===== src/hdl/smx_pkg.sv =====
// Shared types, constants and the exponent table for the softmax core.
// Used by smx_front, smx_div, smx_back and softmax_vector_with_slope_core.
package smx_pkg;

	localparam int SMX_MAX_LEN  = 64;
	localparam int OQ_DEPTH     = 8;
	localparam int OQ_AW        = 3;
	localparam int RECIP_SHIFT  = 40;
	localparam int NUM_W        = RECIP_SHIFT + 1;
	localparam int RECIP_W      = 25;
	localparam int ADDR_W       = 2;
	localparam logic [ADDR_W-1:0] REG_SLOPE_MODE = 2'd0;
	localparam logic [16:0] LOG2E_Q16 = 17'd94548;
	localparam logic [16:0] ONE_Q16   = 17'h10000;

	typedef struct packed {
		logic signed [15:0] score;
		logic               last_element;
	} in_item_t;

	typedef struct packed {
		logic [15:0] prob;
		logic        last_result;
	} out_item_t;

	// Back part status seen by the front part
	typedef struct packed {
		logic take;
		logic scan_busy;
	} bk_status_t;

	typedef enum logic [2:0] {
		BK_IDLE,
		BK_SCAN,
		BK_DRAIN,
		BK_DIV,
		BK_EMIT
	} back_state_t;

	// 2^(-k/16) in Q16, k = 0..16
	function automatic logic [16:0] exp2_tab(input logic [4:0] k);
		logic [16:0] v;
		unique case (k)
			5'd0:    v = 17'd65536;
			5'd1:    v = 17'd62757;
			5'd2:    v = 17'd60097;
			5'd3:    v = 17'd57549;
			5'd4:    v = 17'd55109;
			5'd5:    v = 17'd52773;
			5'd6:    v = 17'd50535;
			5'd7:    v = 17'd48393;
			5'd8:    v = 17'd46341;
			5'd9:    v = 17'd44376;
			5'd10:   v = 17'd42495;
			5'd11:   v = 17'd40693;
			5'd12:   v = 17'd38968;
			5'd13:   v = 17'd37316;
			5'd14:   v = 17'd35734;
			5'd15:   v = 17'd34219;
			5'd16:   v = 17'd32768;
			default: v = 17'd32768;
		endcase
		return v;
	endfunction

endpackage


===== src/hdl/smx_front.sv =====
// Front part: accepts score items, fills the score store, tracks count and maximum.
// Hands a finished vector to the back part through a one-entry job register. Uses smx_pkg.
module smx_front import smx_pkg::*; #(
	parameter int MAX_LEN = SMX_MAX_LEN,
	localparam int AW = $clog2(MAX_LEN),
	localparam int CW = $clog2(MAX_LEN + 1)
) (
	input  logic                clk,
	input  logic                arst_n,
	input  logic                push,
	output logic                full,
	input  in_item_t            item,
	input  bk_status_t          status,
	input  logic [AW-1:0]       rd_addr,
	output logic signed [15:0]  rd_score,
	output logic                job_valid,
	output logic [CW-1:0]       job_count,
	output logic signed [15:0]  job_max
);

	logic [CW-1:0]       count_q;
	logic signed [15:0]  max_q;
	logic                job_valid_q;
	logic [CW-1:0]       job_count_q;
	logic signed [15:0]  job_max_q;
	logic signed [15:0]  store_q [MAX_LEN];
	logic                accept;
	logic                store_en;
	logic [CW-1:0]       count_nx;
	logic signed [15:0]  max_nx;

	// Hold off input while a job waits or the back part still reads the store
	assign full     = job_valid_q || status.scan_busy;
	assign accept   = push && !full;
	assign store_en = accept && (count_q < CW'(MAX_LEN));
	assign count_nx = store_en ? count_q + CW'(1) : count_q;
	assign max_nx   = (store_en && (item.score > max_q)) ? item.score : max_q;

	// Advance count and maximum, close the vector on the last element
	always_ff @(posedge clk or negedge arst_n) begin
		if (!arst_n) begin
			count_q     <= '0;
			max_q       <= 16'sh8000;
			job_valid_q <= 1'b0;
		end else begin
			if (accept && item.last_element) begin
				job_valid_q <= 1'b1;
				count_q     <= '0;
				max_q       <= 16'sh8000;
			end else begin
				if (status.take)
					job_valid_q <= 1'b0;
				count_q <= count_nx;
				max_q   <= max_nx;
			end
		end
	end

	// Job payload
	always_ff @(posedge clk) begin
		if (accept && item.last_element) begin
			job_count_q <= count_nx;
			job_max_q   <= max_nx;
		end
	end

	// Score store: one write port, one registered read port
	always_ff @(posedge clk) begin
		if (store_en)
			store_q[count_q[AW-1:0]] <= item.score;
		rd_score <= store_q[rd_addr];
	end

	assign job_valid = job_valid_q;
	assign job_count = job_count_q;
	assign job_max   = job_max_q;

endmodule


===== config.mk =====
export PLATFORM = sky130hd
export DESIGN_NAME = smx_front
export DESIGN_NICKNAME = d
export VERILOG_FILES = /design/src/hdl/smx_pkg.sv /design/src/hdl/smx_front.sv
export SDC_FILE = /design/constraint.sdc
export NUM_CORES = 1
export LEC_CHECK = 0
export BUFFER_PORTS_ARGS = -buffer_cell sky130_fd_sc_hd__buf_2
export CAP_MARGIN = 20
export CORE_MARGIN = 4
export CORE_UTILIZATION = 43
export DETAILED_ROUTE_END_ITERATION = 8
export PLACE_DENSITY = 0.65
export SYNTH_ARGS = -nofsm -noshare
export SYNTH_HDL_FRONTEND = slang
export SYNTH_SLANG_ARGS = --single-unit

===== constraint.sdc =====
create_clock -name clk -period 7.1 [get_ports clk]
set_input_delay 1.42 -clock clk [delete_from_list [all_inputs] [get_ports clk]]
set_output_delay 1.42 -clock clk [all_outputs]
set_load 0.02 [all_outputs]

# Yosys cells after proc, flatten, opt, wreduce, memory -nomap -nowiden
# Memory sizes are Yosys's and may differ from the RTL's. A register that Yosys moved wholly into a read port is not among the register bits.
# Index checks and enable logic that the tools add are counted.
word_totals:
  reg_bits: 47
  mem_bits_rw: 1024
  input_bits: 28
  output_inout_bits: 41
  word_cells: 24
  n_memories: 1
classes:
  addsub: 1
  order_cmp: 2
  n_mux: 8
  n_reduce_logical: 7
memory_table:
  columns: ["name", "depth", "width", "rd", "rd_ports_with_merged_regs", "wr", "line_no", "source"]
  rows:
  - ["store_q", 64, 16, 1, 1, 1, "smx_front.sv:26", "logic signed [15:0] store_q [MAX_LEN];"]
ops:
  columns: ["op", "n"]
  rows:
  - ["$mux W16", 2]
  - ["$gt A16 B16 Y1", 1]
  - ["$mux W7", 2]
  - ["$add A7 B1 Y7 const B", 1]
  - ["$lt A7 B7 Y1 const B", 1]
  - ["$logic_and A1 B1 Y1", 4]
  - ["$mux W1", 4]
  - ["$reduce_bool A2 Y1", 1]
  - ["$logic_not A1 Y1", 1]
  - ["$logic_or A1 B1 Y1", 1]

# Depth between registers and ports, before layout
logic_depth:
  ltp_word: 7
  ltp_mapped: 10

# Worst setup path after synthesis
# OpenSTA, ideal clock, no wires.
synth_path:
  path_type: "in2reg"
  startpoint: "input port status[0] in the netlist's numbering"
  endpoint: "memory store_q[63][0] (enable)"
  t_arrival_ps: 3275
  required_ps: 6711
  setup_slack_ps: 3436
  path_stages: 5
  cell_sequence: "nor4b_2 -> and2_0 -> buf_2 -> nand3_1 -> nor2_1"
synth_between:
  elab_chain_len: 6
synth_lines:
  columns: ["element", "line_no", "source"]
  rows:
  - ["start: declaration", "smx_front.sv:13", "input bk_status_t status,"]
  - ["$logic_or A1 B1 Y1", "smx_front.sv:33", "assign full = job_valid_q || status.scan_busy;"]
  - ["$logic_not A1 Y1", "smx_front.sv:34", "assign accept = push && !full;"]
  - ["$logic_and A1 B1 Y1", "smx_front.sv:34", null]
  - ["$logic_and A1 B1 Y1", "smx_front.sv:35", "assign store_en = accept && (count_q < CW'(MAX_LEN));"]
  - ["$mux W1", "smx_front.sv:69", "if (store_en)"]
  - ["$mux W1 (implied by the code)", "smx_front.sv:70", "store_q[count_q[AW-1:0]] <= item.score;"]
  - ["end: declaration", "smx_front.sv:26", null]
# Every way passes these cells.

# Worst setup path in the final report
layout_path:
  startpoint: "input port status[0] in the netlist's numbering"
  endpoint: "memory store_q[55][12] (enable)"
# The elaborated chain is that of the path after synthesis.

==> run_results.csv <==
group,metric,value,unit
floorplanning,start_util,43.3,%
status,outcome,"complete, no violations",
yosys,syn-num-nets,1839,
cts,cts_resized,0,
timing,worst-slew-pin-transition,1080,ps
detailed_routing,vias,19500,
worst_setup_path,path_cells,"buf_2, nor4b_2, and2_0, nand3_1, nor2_1, buf_4",
timing,slew_headroom,27.8,%
global_route,overflow,0,
cts,clock-sinks,1087,
detailed_routing,drt_wl_total,96600,um
timing,fin_tns_setup,0,ps
floorplanning,num_rows,114,
detailed_routing,routedWlPerCell,28.9,um
global_route,grt_pass1_wl,141000,um
yosys,syn-mean-instance-area,23.3,um^2
placed_design,dp_slack,2100,ps
timing,skew,28.2,ps
yosys,synth_edf_count,1047,
yosys,ys.warnings.count,0,
worst_setup_path,critPathMaxFanout,10,
cts,path_clk_slew,60,ps
power_and_ir_drop,power_density,285,nW/um^2
floorplanning,die_area,102000,um^2
worst_setup_path,slowest_stage,"nor2_1",
cts,clock_path_buffers,3,
yosys,synth_cell_types,50,
placed_design,dp.cells,3139,
worst_setup_path,critPathCaptureType,"flip-flop",
timing,rsz0062_at_grt,"false",
cts,clkLatencyLatePin,680,ps
timing,period_needed,4010,ps
detailed_routing,avgViaCountPerCell,5.84,
power_and_ir_drop,power,13.6,mW
cts,post_cts_buffers,0,
final_layout,fillCellCount,7552,
yosys,async_reset_ff_share,2.21,%
power_and_ir_drop,peakVddDrop,0.000203,V
final_layout,instances_no_fill,3341,
final_layout,nets,2022,
placed_design,placed_area,44200,um^2
cts,hold_buffers,0,
worst_setup_path,startpoint_type,"primary input",
worst_setup_path,cp.required,7470,ps
run,drv_cap,0,
final_layout,final_area,47600,um^2
floorplanning,io_pins,69,
global_route,grt_max_degree,105,
cts,clockRootBuffer,"clkbuf_16",
detailed_routing,ant_nets,0,
worst_hold_path,hold_path.class,"reg -> reg",
floorplanning,core_area,96600,um^2
final_layout,post_route_cells_drive_above_1_share,33.0,%
worst_setup_path,critPathArrivalTime,4380,ps
timing,period_share,56.5,%
cts,cts-buffers-inserted,106,
timing,slew_violations,0,
placed_design,hpwl,54300,um
floorplanning,dieHeight,320,um
floorplanning,die_w,320,um
yosys,synth_seq_cells,1087,
placed_design,globalplace.congestion,0.853,
detailed_routing,drtIter0Drc,2505,
worst_setup_path,slowest_delay,810,ps
global_route,grt_antenna_before_repair,5,
worst_setup_path,critical_path_class,"in -> reg",
placed_design,port_buffers,68,
final_layout,syn_to_final_growth,13.9,%
detailed_routing,dr.pass1.iters,5,
cts,cts_tree,"yes",
cts,htreeDepth,3,
worst_setup_path,reg2reg_depth,5,
global_route,grt_pass1_vias,20000,
timing,whs,570,ps
yosys,ys_seq_area_share,77.4,%
detailed_routing,drc,0,
timing,setup_violations,0,
yosys,synthCells,1794,
power_and_ir_drop,p_leak,15.0,nW
yosys,synth_ff_type,"edfxtp_1",
timing,setup_slack,3090,ps
timing,max_freq,0.249,GHz
timing,hold_viol,0,
worst_hold_path,hold_path_depth,2,
global_route,grt_usage,19.0,%
yosys,syn-cell-area,41800,um^2
final_layout,final_util,49.3,%
-- placed cells by master, fill, tap and decap left out, types with 5 or more instances in the layout --
cell	count
nor2_1	64
inv_1	20
nand4_1	18
bufinv_16	5
clkinv_2	21
edfxtp_1	1047
nand3_1	6
buf_16	5
clkinv_1	19
o31ai_4	9
clkbuf_16	107
ha_1	17
buf_2	65
a21oi_1	19
buf_4	87
buf_12	7
dfxtp_1	16
and2_1	7
nand2_1	30
buf_8	5
mux4_2	320
o22ai_1	32
o31ai_1	6
nor2_2	22
clkbuf_1	27
dfrtp_1	23
-- where the power goes --
| part | internal, mW | switching, mW |
|---|---|---|
| Sequential | 7.16 | 0.0728 |
| Clock | 2.98 | 2.32 |
| Combinational | 0.393 | 0.646 |
| Total | 10.5 | 3.04 |
-- flip-flops by register name, indices dropped and copies added (netlist names) --
register / count
count_q: 7
job_count: 7
job_max: 16
job_valid: 1
max_q: 16
rd_score: 16
store_q: 1024
-- routing by layer --
| metal | GRT usage, % | share of wire (%) | vias up |
|---|---|---|---|
| met5 | 1.57 | 0.24 | - |
| li1 | - | - | 8025 |
| met1 | 27.5 | 42 | 10500 |
| met2 | 29.1 | 47 | 851 |
| met3 | 4.54 | 8.3 | 147 |
| met4 | 5.14 | 2.6 | 2 |
-- final timing paths --
kind,start,endpoint,slack [ps]
max,status[0],store_q[55][12]$_DFFE_PP_,3090
min,max_q[15]$_DFF_PN1_,max_q[15]$_DFF_PN1_,570
max reg2reg,count_q[6]$_DFF_PN0_,store_q[55][12]$_DFFE_PP_,3530
min reg2reg,max_q[15]$_DFF_PN1_,max_q[15]$_DFF_PN1_,570
max in group asynchronous,arst_n,count_q[3]$_DFF_PN0_,5950
min in group asynchronous,arst_n,max_q[7]$_DFF_PN0_,750
-- layout make-up --
cell class | instances | area [um^2] | area share, %
inverters | 20 | 75.1 | 0.158
clock buffers | 137 | 2820 | 5.92
diodes | 3 | 7.51 | 0.0158
repair buffers | 169 | 1330 | 2.80
well taps | 1276 | 1600 | 3.35
clock inverters | 56 | 449 | 0.943
multi-input cells | 593 | 8980 | 18.9
flip-flops and latches | 1087 | 32400 | 68.0
-- cell usage after synthesis (2+ instances only) --
master    number  share of area, %
and2_1         7              0.10
nand4_1       18              0.27
dfxtp_1       16              0.77
nor2_1        86              0.77
o31ai_1        6              0.11
nand2_1       30              0.27
o211ai_1       2             0.036
o21ai_0        3             0.036
nor3_1         3             0.036
edfxtp_1    1047                75
nand2b_1       2             0.030
inv_1         20              0.18
a21oi_1       19              0.23
nand3_1        6             0.072
buf_1          9             0.081
nand3b_1       2             0.036
o31ai_4        9              0.46
o22ai_1       32              0.48
xor2_1         2             0.042
xnor2_1        3             0.063
nor2b_1        4             0.060
clkbuf_1      52              0.47
or2_2          3             0.045
dfrtp_1       23               1.4
mux4_2       320                17
buf_12         2             0.096
buf_2         29              0.35
ha_1          17              0.51
-- critical path: cells and delay by family --
family                 cells  cell delay, ps
AND/OR/NAND/NOR            4            2510
buffers and inverters      2             440
-- cells by family (layout without fill, tap and decap cells) --
kind of cell | after synthesis | in the layout | synth area share, %
flip-flops | 1087 | 1087 | 77.4
buffers and inverters | 114 | 382 | 1.22
AO/OA/AOI/OAI | 80 | 80 | 1.57
other | 0 | 3 | 0
adder cells (fa/ha/maj) | 17 | 17 | 0.509
AND/OR/NAND/NOR | 170 | 170 | 1.90
multiplexers | 321 | 321 | 17.3
XOR/XNOR | 5 | 5 | 0.105
No activity file was read; power rests on OpenSTA's default activity.
