<file path="src/hdl/smx_pkg.sv">
// Shared types, constants and the exponent table for the softmax core.
// Used by smx_front, smx_div, smx_back and softmax_vector_with_slope_core.
package smx_pkg;

	localparam int SMX_MAX_LEN  = 64;
	localparam int OQ_DEPTH     = 8;
	localparam int OQ_AW        = 3;
	localparam int RECIP_SHIFT  = 40;
	localparam int NUM_W        = RECIP_SHIFT + 1;
	localparam int RECIP_W      = 25;
	localparam int ADDR_W       = 2;
	localparam logic [ADDR_W-1:0] REG_SLOPE_MODE = 2'd0;
	localparam logic [16:0] LOG2E_Q16 = 17'd94548;
	localparam logic [16:0] ONE_Q16   = 17'h10000;

	typedef struct packed {
		logic signed [15:0] score;
		logic               last_element;
	} in_item_t;

	typedef struct packed {
		logic [15:0] prob;
		logic        last_result;
	} out_item_t;

	// Back part status seen by the front part
	typedef struct packed {
		logic take;
		logic scan_busy;
	} bk_status_t;

	typedef enum logic [2:0] {
		BK_IDLE,
		BK_SCAN,
		BK_DRAIN,
		BK_DIV,
		BK_EMIT
	} back_state_t;

	// 2^(-k/16) in Q16, k = 0..16
	function automatic logic [16:0] exp2_tab(input logic [4:0] k);
		logic [16:0] v;
		unique case (k)
			5'd0:    v = 17'd65536;
			5'd1:    v = 17'd62757;
			5'd2:    v = 17'd60097;
			5'd3:    v = 17'd57549;
			5'd4:    v = 17'd55109;
			5'd5:    v = 17'd52773;
			5'd6:    v = 17'd50535;
			5'd7:    v = 17'd48393;
			5'd8:    v = 17'd46341;
			5'd9:    v = 17'd44376;
			5'd10:   v = 17'd42495;
			5'd11:   v = 17'd40693;
			5'd12:   v = 17'd38968;
			5'd13:   v = 17'd37316;
			5'd14:   v = 17'd35734;
			5'd15:   v = 17'd34219;
			5'd16:   v = 17'd32768;
			default: v = 17'd32768;
		endcase
		return v;
	endfunction

endpackage

</file>
<file path="src/hdl/smx_div.sv">
// Restoring divider for the reciprocal (2^40 + d/2) / d, one quotient bit a cycle.
// Uses smx_pkg for the numerator and quotient widths.
module smx_div import smx_pkg::*; #(
	parameter int DEN_W = 24
) (
	input  logic               clk,
	input  logic               arst_n,
	input  logic               start,
	input  logic [DEN_W-1:0]   den,
	output logic               done,
	output logic [RECIP_W-1:0] quot
);

	logic [NUM_W-1:0]   num_q;
	logic [DEN_W-1:0]   den_q;
	logic [DEN_W-1:0]   rem_q;
	logic [RECIP_W-1:0] quot_q;
	logic [5:0]         step_q;
	logic               busy_q;
	logic               done_q;
	logic [DEN_W:0]     trial;
	logic               ge;

	assign trial = {rem_q, num_q[NUM_W-1]};
	assign ge    = trial >= {1'b0, den_q};

	// Sequence control
	always_ff @(posedge clk or negedge arst_n) begin
		if (!arst_n) begin
			busy_q <= 1'b0;
			done_q <= 1'b0;
			step_q <= '0;
		end else begin
			done_q <= 1'b0;
			if (start && !busy_q) begin
				busy_q <= 1'b1;
				step_q <= 6'(NUM_W);
			end else if (busy_q) begin
				step_q <= step_q - 6'd1;
				if (step_q == 6'd1) begin
					busy_q <= 1'b0;
					done_q <= 1'b1;
				end
			end
		end
	end

	// Shift in one numerator bit, subtract where it fits
	always_ff @(posedge clk) begin
		if (start && !busy_q) begin
			num_q  <= (NUM_W'(1) << RECIP_SHIFT) + NUM_W'(den >> 1);
			den_q  <= den;
			rem_q  <= '0;
			quot_q <= '0;
		end else if (busy_q) begin
			num_q  <= num_q << 1;
			rem_q  <= ge ? DEN_W'(trial - {1'b0, den_q}) : DEN_W'(trial);
			quot_q <= {quot_q[RECIP_W-2:0], ge};
		end
	end

	assign done = done_q;
	assign quot = quot_q;

endmodule

</file>
<file path="src/hdl/smx_back.sv">
// Back part: exponent scan with running sum, reciprocal, then scaling and result queue.
// Uses smx_pkg and smx_div; reads the score store held in smx_front.
module smx_back import smx_pkg::*; #(
	parameter int MAX_LEN = SMX_MAX_LEN,
	localparam int AW = $clog2(MAX_LEN),
	localparam int CW = $clog2(MAX_LEN + 1),
	localparam int SW = CW + 17
) (
	input  logic               clk,
	input  logic               arst_n,
	input  logic               slope_mode,
	input  logic               job_valid,
	input  logic [CW-1:0]      job_count,
	input  logic signed [15:0] job_max,
	output bk_status_t         status,
	output logic [AW-1:0]      rd_addr,
	input  logic signed [15:0] rd_score,
	output logic               empty,
	input  logic               pop,
	output out_item_t          result
);

	back_state_t        state_q, state_nx;
	logic [CW-1:0]      cnt_q;
	logic signed [15:0] max_q;
	logic [AW-1:0]      idx_q;
	logic               idx_last;
	logic               take, sc_issue, em_issue, div_start;
	logic [SW-1:0]      sum_q;
	logic [RECIP_W-1:0] recip_q, div_quot;
	logic               div_done;
	logic [16:0]        exp_q [MAX_LEN];

	// Scan pipeline
	logic               sc_v_s1, sc_v_s2, sc_v_s3;
	logic [AW-1:0]      sc_a_s1, sc_a_s2, sc_a_s3;
	logic [15:0]        sc_u;
	logic [32:0]        sc_p_s2;
	logic [4:0]         sc_n;
	logic [3:0]         sc_i;
	logic [11:0]        sc_r;
	logic [16:0]        sc_hi, sc_lo;
	logic [23:0]        sc_dr_s3;
	logic [16:0]        sc_hi_s3;
	logic [4:0]         sc_n_s3;
	logic [16:0]        sc_m;
	logic [24:0]        sc_rnd;
	logic [16:0]        sc_e;

	// Emit pipeline
	logic               em_v_s1, em_v_s2, em_v_s3;
	logic               em_l_s1, em_l_s2, em_l_s3;
	logic [16:0]        em_e_s1;
	logic [41:0]        em_p_s2;
	logic [17:0]        em_sr;
	logic [16:0]        em_s;
	logic [16:0]        em_s_s3;
	logic [33:0]        em_sq_s3;
	logic [16:0]        em_v;
	out_item_t          em_out;
	logic [2:0]         inflight;

	// Result queue
	out_item_t          oq_q [OQ_DEPTH];
	logic [OQ_AW-1:0]   oq_wr_q, oq_rd_q;
	logic [OQ_AW:0]     oq_cnt_q;
	logic               oq_push, oq_pop;

	assign idx_last = (CW'(idx_q) + CW'(1)) == cnt_q;
	assign inflight = 3'(em_v_s1) + 3'(em_v_s2) + 3'(em_v_s3);

	// Next state
	always_comb begin
		state_nx = state_q;
		unique case (state_q)
			BK_IDLE:  if (job_valid) state_nx = BK_SCAN;
			BK_SCAN:  if (idx_last) state_nx = BK_DRAIN;
			BK_DRAIN: if (!sc_v_s1 && !sc_v_s2 && !sc_v_s3) state_nx = BK_DIV;
			BK_DIV:   if (div_done) state_nx = BK_EMIT;
			BK_EMIT:  if (em_issue && idx_last) state_nx = BK_IDLE;
			default:  state_nx = BK_IDLE;
		endcase
	end

	// State outputs
	always_comb begin
		take      = 1'b0;
		sc_issue  = 1'b0;
		em_issue  = 1'b0;
		div_start = 1'b0;
		unique case (state_q)
			BK_IDLE:  take = job_valid;
			BK_SCAN:  sc_issue = 1'b1;
			BK_DRAIN: div_start = !sc_v_s1 && !sc_v_s2 && !sc_v_s3;
			BK_DIV:   ;
			BK_EMIT:  em_issue = ({1'b0, oq_cnt_q} + (OQ_AW + 2)'(inflight)) < OQ_DEPTH;
			default:  ;
		endcase
	end

	assign status.take      = take;
	assign status.scan_busy = (state_q == BK_SCAN) || (state_q == BK_DRAIN);
	assign rd_addr          = idx_q;

	// Control registers
	always_ff @(posedge clk or negedge arst_n) begin
		if (!arst_n) begin
			state_q <= BK_IDLE;
			idx_q   <= '0;
			sc_v_s1 <= 1'b0;
			sc_v_s2 <= 1'b0;
			sc_v_s3 <= 1'b0;
			em_v_s1 <= 1'b0;
			em_v_s2 <= 1'b0;
			em_v_s3 <= 1'b0;
		end else begin
			state_q <= state_nx;
			if (sc_issue || em_issue)
				idx_q <= idx_last ? '0 : idx_q + AW'(1);
			sc_v_s1 <= sc_issue;
			sc_v_s2 <= sc_v_s1;
			sc_v_s3 <= sc_v_s2;
			em_v_s1 <= em_issue;
			em_v_s2 <= em_v_s1;
			em_v_s3 <= em_v_s2;
		end
	end

	// Latch the job and reset the running sum
	always_ff @(posedge clk) begin
		if (take) begin
			cnt_q <= job_count;
			max_q <= job_max;
			sum_q <= '0;
		end else if (sc_v_s3) begin
			sum_q <= sum_q + SW'(sc_e);
		end
		if (div_done)
			recip_q <= div_quot;
	end

	// Scan stage 1: distance below the maximum, times log2(e)
	assign sc_u = 16'(max_q - rd_score);

	// Scan stage 2: table lookup and interpolation product
	assign sc_n  = sc_p_s2[32:28];
	assign sc_i  = sc_p_s2[27:24];
	assign sc_r  = sc_p_s2[23:12];
	assign sc_hi = exp2_tab({1'b0, sc_i});
	assign sc_lo = exp2_tab(5'({1'b0, sc_i}) + 5'd1);

	// Scan stage 3: interpolate, then rounding shift by the integer exponent
	assign sc_m   = sc_hi_s3 - 17'((sc_dr_s3 + 24'd2048) >> 12);
	assign sc_rnd = (25'd1 << sc_n_s3) >> 1;
	assign sc_e   = 17'((25'(sc_m) + sc_rnd) >> sc_n_s3);

	always_ff @(posedge clk) begin
		sc_a_s1  <= idx_q;
		sc_a_s2  <= sc_a_s1;
		sc_a_s3  <= sc_a_s2;
		sc_p_s2  <= 33'(sc_u) * 33'(LOG2E_Q16);
		sc_dr_s3 <= 24'(sc_hi - sc_lo) * 24'(sc_r);
		sc_hi_s3 <= sc_hi;
		sc_n_s3  <= sc_n;
	end

	// Exponent store: written by the scan, read by the emit
	always_ff @(posedge clk) begin
		if (sc_v_s3)
			exp_q[sc_a_s3] <= sc_e;
		em_e_s1 <= exp_q[idx_q];
	end

	smx_div #(.DEN_W(SW)) u_div (
		.clk    (clk),
		.arst_n (arst_n),
		.start  (div_start),
		.den    (sum_q),
		.done   (div_done),
		.quot   (div_quot)
	);

	// Emit stage 2: round the scaled value, clamp, form s*(1-s)
	assign em_sr = 18'((em_p_s2 + (42'd1 << 23)) >> 24);
	assign em_s  = (em_sr > 18'(ONE_Q16)) ? ONE_Q16 : em_sr[16:0];

	// Emit stage 3: select mode and saturate
	assign em_v = slope_mode ? 17'((em_sq_s3 + 34'd32768) >> 16) : em_s_s3;
	assign em_out.prob        = em_v[16] ? 16'hFFFF : em_v[15:0];
	assign em_out.last_result = em_l_s3;

	always_ff @(posedge clk) begin
		em_l_s1  <= idx_last;
		em_l_s2  <= em_l_s1;
		em_l_s3  <= em_l_s2;
		em_p_s2  <= 42'(em_e_s1) * 42'(recip_q);
		em_s_s3  <= em_s;
		em_sq_s3 <= 34'(em_s) * 34'(ONE_Q16 - em_s);
	end

	// Result queue
	assign oq_push = em_v_s3;
	assign oq_pop  = pop && !empty;
	assign empty   = oq_cnt_q == '0;
	assign result  = oq_q[oq_rd_q];

	always_ff @(posedge clk or negedge arst_n) begin
		if (!arst_n) begin
			oq_wr_q  <= '0;
			oq_rd_q  <= '0;
			oq_cnt_q <= '0;
		end else begin
			if (oq_push)
				oq_wr_q <= oq_wr_q + OQ_AW'(1);
			if (oq_pop)
				oq_rd_q <= oq_rd_q + OQ_AW'(1);
			oq_cnt_q <= oq_cnt_q + (OQ_AW + 1)'(oq_push) - (OQ_AW + 1)'(oq_pop);
		end
	end

	always_ff @(posedge clk) begin
		if (oq_push)
			oq_q[oq_wr_q] <= em_out;
	end

	a_oq_room: assert property (@(posedge clk) disable iff (!arst_n)
		oq_push |-> (oq_cnt_q < OQ_DEPTH) || oq_pop)
		else $error("result queue overrun");

	a_sum_floor: assert property (@(posedge clk) disable iff (!arst_n)
		div_start |-> sum_q >= SW'(ONE_Q16))
		else $error("exponent sum below one");

	a_scan_drained: assert property (@(posedge clk) disable iff (!arst_n)
		(state_q == BK_EMIT) |-> !sc_v_s1 && !sc_v_s2 && !sc_v_s3)
		else $error("emit started before scan drained");

endmodule

</file>
<file path="config.mk">
export PLATFORM = sky130hd
export DESIGN_NAME = smx_back
export DESIGN_NICKNAME = d
export VERILOG_FILES = /design/src/hdl/smx_pkg.sv /design/src/hdl/smx_div.sv /design/src/hdl/smx_back.sv
export SDC_FILE = /design/constraint.sdc
export NUM_CORES = 2
export LEC_CHECK = 0
export BUFFER_PORTS_ARGS = -buffer_cell sky130_fd_sc_hd__buf_2
export CAP_MARGIN = 20
export CELL_PAD_IN_SITES_DETAIL_PLACEMENT = 1
export CELL_PAD_IN_SITES_GLOBAL_PLACEMENT = 2
export CORE_MARGIN = 2
export CORE_UTILIZATION = 40
export CTS_BUF_LIST = sky130_fd_sc_hd__clkbuf_2
export CTS_CLUSTER_DIAMETER = 100
export DETAILED_ROUTE_END_ITERATION = 7
export PLACE_DENSITY_LB_ADDON = 0.15
export SYNTH_ARGS = -nofsm -noshare
export SYNTH_HDL_FRONTEND = slang
export SYNTH_SLANG_ARGS = --single-unit
</file>
<file path="constraint.sdc">
create_clock -name clk -period 13.2 [get_ports clk]
set_clock_uncertainty 0.1 [all_clocks]
set_input_delay 1.98 -clock clk [delete_from_list [all_inputs] [get_ports clk]]
set_output_delay 1.98 -clock clk [all_outputs]
set_load 0.01 [all_outputs]
</file>
Word-level counts from Yosys, hierarchy flattened
Memory sizes are Yosys's and may differ from the RTL's. A register that Yosys moved wholly into a read port is not among the register bits.
Index checks and enable logic that the tools add are counted.
Widths: inputs -> output; s select.
- RAM bits: 1224
- register bits after elaboration: 409
- memory bits (read-only): 816
- output and inout bits: 26
- memories kept: 4
- reduce and logical (&&, ||, !) cells: 16
- $mul: 4
- multiplexer cells: 29
- magnitude comparators: 3
- add/subtract/negate cells: 22
- equality and inequality tests: 11
- shift-type cells: 2
- memories (name ; words ; width ; read ports ; clocked after Yosys merged registers in ; write ports ; line ; source):
    exp_q ; 64 ; 17 ; 1 ; 1 ; 1 ; smx_back.sv:32 ; logic [16:0] exp_q [MAX_LEN];
    (no name shown) ; 32 ; 17 ; 1 ; 0 ; 0 ; smx_pkg.sv:43 ; unique case (k)
    (no name shown) ; 16 ; 17 ; 1 ; 1 ; 0 ; smx_pkg.sv:43 ;
    oq_q ; 8 ; 17 ; 1 ; 0 ; 1 ; smx_back.sv:64 ; out_item_t oq_q [OQ_DEPTH];
- operators with widths (kind ; count):
    $mux 41 ; 2
    $add 42x24->42 const B ; 1
    $mul 17x25->42 ; 1
    $add 41x23->41 const A ; 1
    $mux 17 ; 2
    $add 33x16->33 const B ; 1
    $mul 18x18->33 ; 1
    $mul 16x15->31 const B ; 1
    $add 17x24->25 ; 1
    $ge 25x24->1 ; 1
    $shl 1x5->25 const A ; 1
    $shr 25x5->17 ; 1
    $add 24x12->24 const B ; 1
    $add 24x17->24 ; 1
    $mul 18x13->24 ; 1
    $mux 24 ; 1
    $sub 24x24->24 ; 1
    $gt 18x17->1 const B ; 1
    $mux 6 ; 3
    $sub 17x17->18 ; 1
    $sub 17x17->18 const A ; 1
    $sub 17x12->17 ; 1
    $mux 16 ; 1
    $sub 16x16->16 ; 1
    other kinds (28) ; 59

Longest topological paths before layout
- depth after elaboration: 8
- mapped depth: 41
- depth with buffers taken out: 40

Cells and area by module
From an unflattened synthesis, not the netlist that was laid out.
- cell total of the unflattened synthesis: 7862
- area total of the unflattened synthesis: 98911.1 um2
- modules (own cells, without submodules) (module ; cells each ; times used ; area each (um2)):
    smx_back ; 7317 ; 1 ; 92899.1
    smx_div ; 545 ; 1 ; 6012.0

Worst setup path after synthesis
OpenSTA, ideal clock, no wires.
- path kind: in2reg
- start point: input port rd_score[0]
- end point: register sc_hi[0] (netlist name)
- arrival time: 10.057 ns
- path slack: 2.984 ns
- stages on the path: 38
- library setup time: 0.059 ns
- required time: 13.041 ns
- cell sequence: ha_1 -> inv_1 -> fa_1 -> a21o_1 -> a21oi_1 -> o21ai_0 -> a21oi_1 -> o21bai_1 -> a21oi_1 -> o21bai_1 -> a21oi_1 -> o21ai_0 -> a21o_1 -> a21o_1 -> xnor2_1 -> ha_1 -> ha_1 -> fa_1 -> [2 not listed] -> inv_1 -> fa_1 -> fa_1 -> ha_1 -> a21o_1 -> a21oi_1 -> nor2b_1 -> a211oi_1 -> nor2b_1 -> o21a_1 -> a21oi_1 -> xnor2_1 -> clkinv_1 -> ha_1 -> inv_1 -> nor2_1 -> nand2_1 -> o31a_1
- longest elaborated chain between the ends: 2
- RTL lines (item ; line ; source):
    start: declaration ; smx_back.sv:17 ; input logic signed [15:0] rd_score,
    $sub 16x16->16 ; smx_back.sv:143 ; assign sc_u = 16'(max_q - rd_score);
    $mul 16x15->31 ; smx_back.sv:161 ; sc_p_s2 <= 33'(sc_u) * 33'(LOG2E_Q16);
No other way between the ends.
A chain may end at the register's enable or synchronous reset.

Worst setup path after layout
- start point: register em_p_s2[25]
- end point: register em_sq_s3[30]
- longest elaborated chain between the ends: 5
- RTL lines (item ; line ; source):
    start: declaration ; smx_back.sv:54 ; logic [41:0] em_p_s2;
    start signal: assignment ; smx_back.sv:196 ; em_p_s2 <= 42'(em_e_s1) * 42'(recip_q);
    $add 42x24->42 (*) ; smx_back.sv:184 ; assign em_sr = 18'((em_p_s2 + (42'd1 << 23)) >> 24);
    $gt 18x17->1 ; smx_back.sv:185 ; assign em_s = (em_sr > 18'(ONE_Q16)) ? ONE_Q16 : em_sr[16:0];
    $mux 17 (*) ; smx_back.sv:185 ;
    $sub 17x17->18 ; smx_back.sv:198 ; em_sq_s3 <= 34'(em_s) * 34'(ONE_Q16 - em_s);
    $mul 18x18->33 (*) ; smx_back.sv:198 ;
    end signal: assignment ; smx_back.sv:198 ;
    end: declaration ; smx_back.sv:58 ; logic [33:0] em_sq_s3;
Mark *: on every way between the ends. The rest lies on a longest branch, timed or not.

==> flow_summary.json <==
{
  "cts_sinks": 1608,
  "synth_top_area_share_pct": 40.65,
  "grt-ovfl-total": 0,
  "viasPerCell": 5.277,
  "crit_slowest_cell": "ha_1",
  "cts_resized": 0,
  "worst-r2r-setup-slack_ns": 2.70,
  "synth_edf_count": 1337,
  "ys_async_sr_fraction_pct": 2.052,
  "synth.yosys.seq_area_share_pct": 46.31,
  "initial_core_util_pct": 40.19,
  "rows": 182,
  "grt_max_degree": 95,
  "muxShareOfSynthArea_pct": 8.340,
  "h-tree-depth": 5,
  "synth.distinct_cells": 96,
  "remaining_drc_errors": 0,
  "status": "complete, no violations",
  "cts_made_buffers": 428,
  "wl_um": 273300,
  "grt_pass1_vias": 69360,
  "grt_setup_unrepaired": "false",
  "ys_ff_latch": 1608,
  "drtIter0Drc": 3238,
  "grtUsageTotal_pct": 22.04,
  "drtPass1Iterations": 5,
  "synth_fa_ha_area_share_pct": 23.48,
  "fin_crit_sh_pct": 79.56,
  "synth-main-ff-cell": "edfxtp_1",
  "regArea_mm2": 0.04576,
  "area_growth_pct": 9.025,
  "worst_pin_slew_ns": 1.100,
  "syn_area_mm2": 0.09876,
  "fillCellCount": 25930,
  "cp_max_fo": 16,
  "cp_data_arrival_time_ns": 12.06,
  "clk_pin_slew_ns": 0.11,
  "synthTopCellsByArea": "edfxtp_1, fa_1, ha_1",
  "port_buffers": 69,
  "clock.fmax_mhz": 95.21,
  "report.final.slew_viol_count": 0,
  "yosys.area.top_type": "edfxtp_1",
  "finalSetupViolations": 0,
  "r2r_end": "em_sq_s3[30]",
  "pin_count": 70,
  "worst-setup-path-type": "flop to flop",
  "die_h_um": 500.9,
  "cp-start-kind": "flop",
  "worstSetupEndpointType": "flop",
  "final_cell_area_mm2": 0.1077,
  "hp-class": "flop to flop",
  "clk_latency_ns": 1.96,
  "synthMostInstantiatedCell": "edfxtp_1",
  "synth_top_family_by_area": "adder cells",
  "slowest_delay_ns": 0.59,
  "cp-startpoint": "em_p_s2[25]",
  "clock_path_buffers": 4,
  "finalCriticalPeriod_ns": 10.50,
  "synth_commonest_cells": "edfxtp_1, inv_1, fa_1",
  "ys_warn_count": 0,
  "vias": 62310,
  "cts_setup_buffers": 0,
  "worstReg2RegStart": "em_p_s2[25]",
  "drive_gt1_share_pct": 15.87,
  "hold_buffers": 17,
  "tns_ns": 0,
  "syn_inst": 7888,
  "reg2reg_depth": 35,
  "finalHoldViolCount": 0,
  "crit_end": "em_sq_s3[30]",
  "syn_area_per_cell_um2": 12.52,
  "coreArea_mm2": 0.2457,
  "die-area_mm2": 0.2509,
  "yosys.area_share.simple_pct": 8.872,
  "drtAntennaViolNets": 0,
  "cts-root-buf": "clkbuf_2",
  "fp.dieW_um": 500.9,
  "grt_pass1_wl_um": 421300,
  "synth_xor_area_share_pct": 2.035,
  "cp.required_ns": 14.76,
  "drv_cap": 0,
  "crit_top_cell": "fa_1",
  "slew_headroom_pct": 26.65,
  "gp_congestion": 0.8150,
  "nNetsFinal": 9677,
  "multi_input_comb_area_mm2": 0.04824,
  "cts_tree": "done",
  "avgRoutedWirePerCell_um": 23.15,
  "place_area_mm2": 0.1038,
  "synth_compound_area_share_pct": 5.661,
  "antenna_found_initial": 13,
  "hpwl_um": 183800
}
==> worst min path at each step <==
stage          cells past startpoint    startpoint         end
2_1_floorplan                      0       em_l_s1     em_l_s2
3_3_place_gp                       0    sc_a_s2[5]  sc_a_s3[5]
3_5_place_dp                       0    sc_a_s1[3]  sc_a_s2[3]
4_1_cts                            1  job_count[0]    cnt_q[0]
5_1_grt                            1  job_count[0]    cnt_q[0]
6_report                           0    sc_a_s1[3]  sc_a_s2[3]
==> worst max-delay path: cells and delay by family, from the launching register on <==
family	cells	cell delay [ns]
AND/OR/NAND/NOR	9	2.66
adder cells (fa/ha/maj)	8	3.83
flip-flops	1	0.42
AO/OA/AOI/OAI	10	2.06
buffers and inverters	6	1.09
XOR/XNOR	2	0.36
==> routing by layer <==
layer	global-route usage, %	wire length [µm]	part of all wire, %	vias up
li1	-	-	-	28050
met1	29.23	121000	44	32550
met2	38.02	135900	50	1292
met3	2.861	10580	3.9	412
met4	5.774	5735	2.1	6
met5	0	41	0.015	-
==> area by class of cell <==
class                           instances  area share, %
Antenna cell                           11        0.02557
Clock buffer                          627          2.914
Clock inverter                        114         0.5160
Inverter                             1045          3.648
Multi-Input combinational cell       4912          44.80
Sequential cell                      1608          42.50
Tap cell                             3220          3.742
Timing Repair Buffer                  271          1.855
==> layout by cell type, fill, tap and decap left out, types with 133 or more instances in the layout <==
cell / count
and2_1: 223
mux4_2: 194
ha_1: 557
a21oi_1: 250
nand2b_1: 153
nor2_1: 320
nand2_1: 740
edfxtp_1: 1337
inv_1: 1035
dfxtp_1: 236
mux2i_1: 239
buf_4: 180
clkbuf_2: 627
o21ai_0: 197
fa_1: 810
xnor2_1: 133
==> through the flow <==
stage                     cells  hold slack, ns  setup WS (ns)  utilization [%]
after floorplan            7903          0.2096          2.984                -
after global placement    11040          0.2108          1.648            42.19
after detailed placement  11040          0.2135          1.614            42.24
after CTS                 11800         0.03641          2.629            43.81
after global routing      11810         0.09017          1.983            43.82
final                     11810          0.1601          2.697            43.82
==> registers in the layout (all words and copies together) (netlist names), 16 cells and up <==
name / cells
exp_q: 1088
oq_q: 136
u_div.num_q: 41
recip_q: 25
u_div.quot: 25
sum_q: 24
u_div.den_q: 24
u_div.rem_q: 24
sc_p_s2: 21
em_p_s2: 19
em_sq_s3: 19
em_e_s1: 17
sc_hi: 17
sc_hi_s3: 17
em_s_s3: 16
max_q: 16
==> kinds of logic (layout without fill, tap and decap cells) <==
kind of cell,count (synthesis),after routing
AO/OA/AOI/OAI,885,885
XOR/XNOR,227,227
adder cells (fa/ha/maj),1367,1367
buffers and inverters,1383,2057
flip-flops,1608,1608
multiplexers,564,564
other,2,28
AND/OR/NAND/NOR,1852,1852
Power is not shown: default switching activity piles up to over one toggle a cycle in this logic, so the estimate is an artifact.
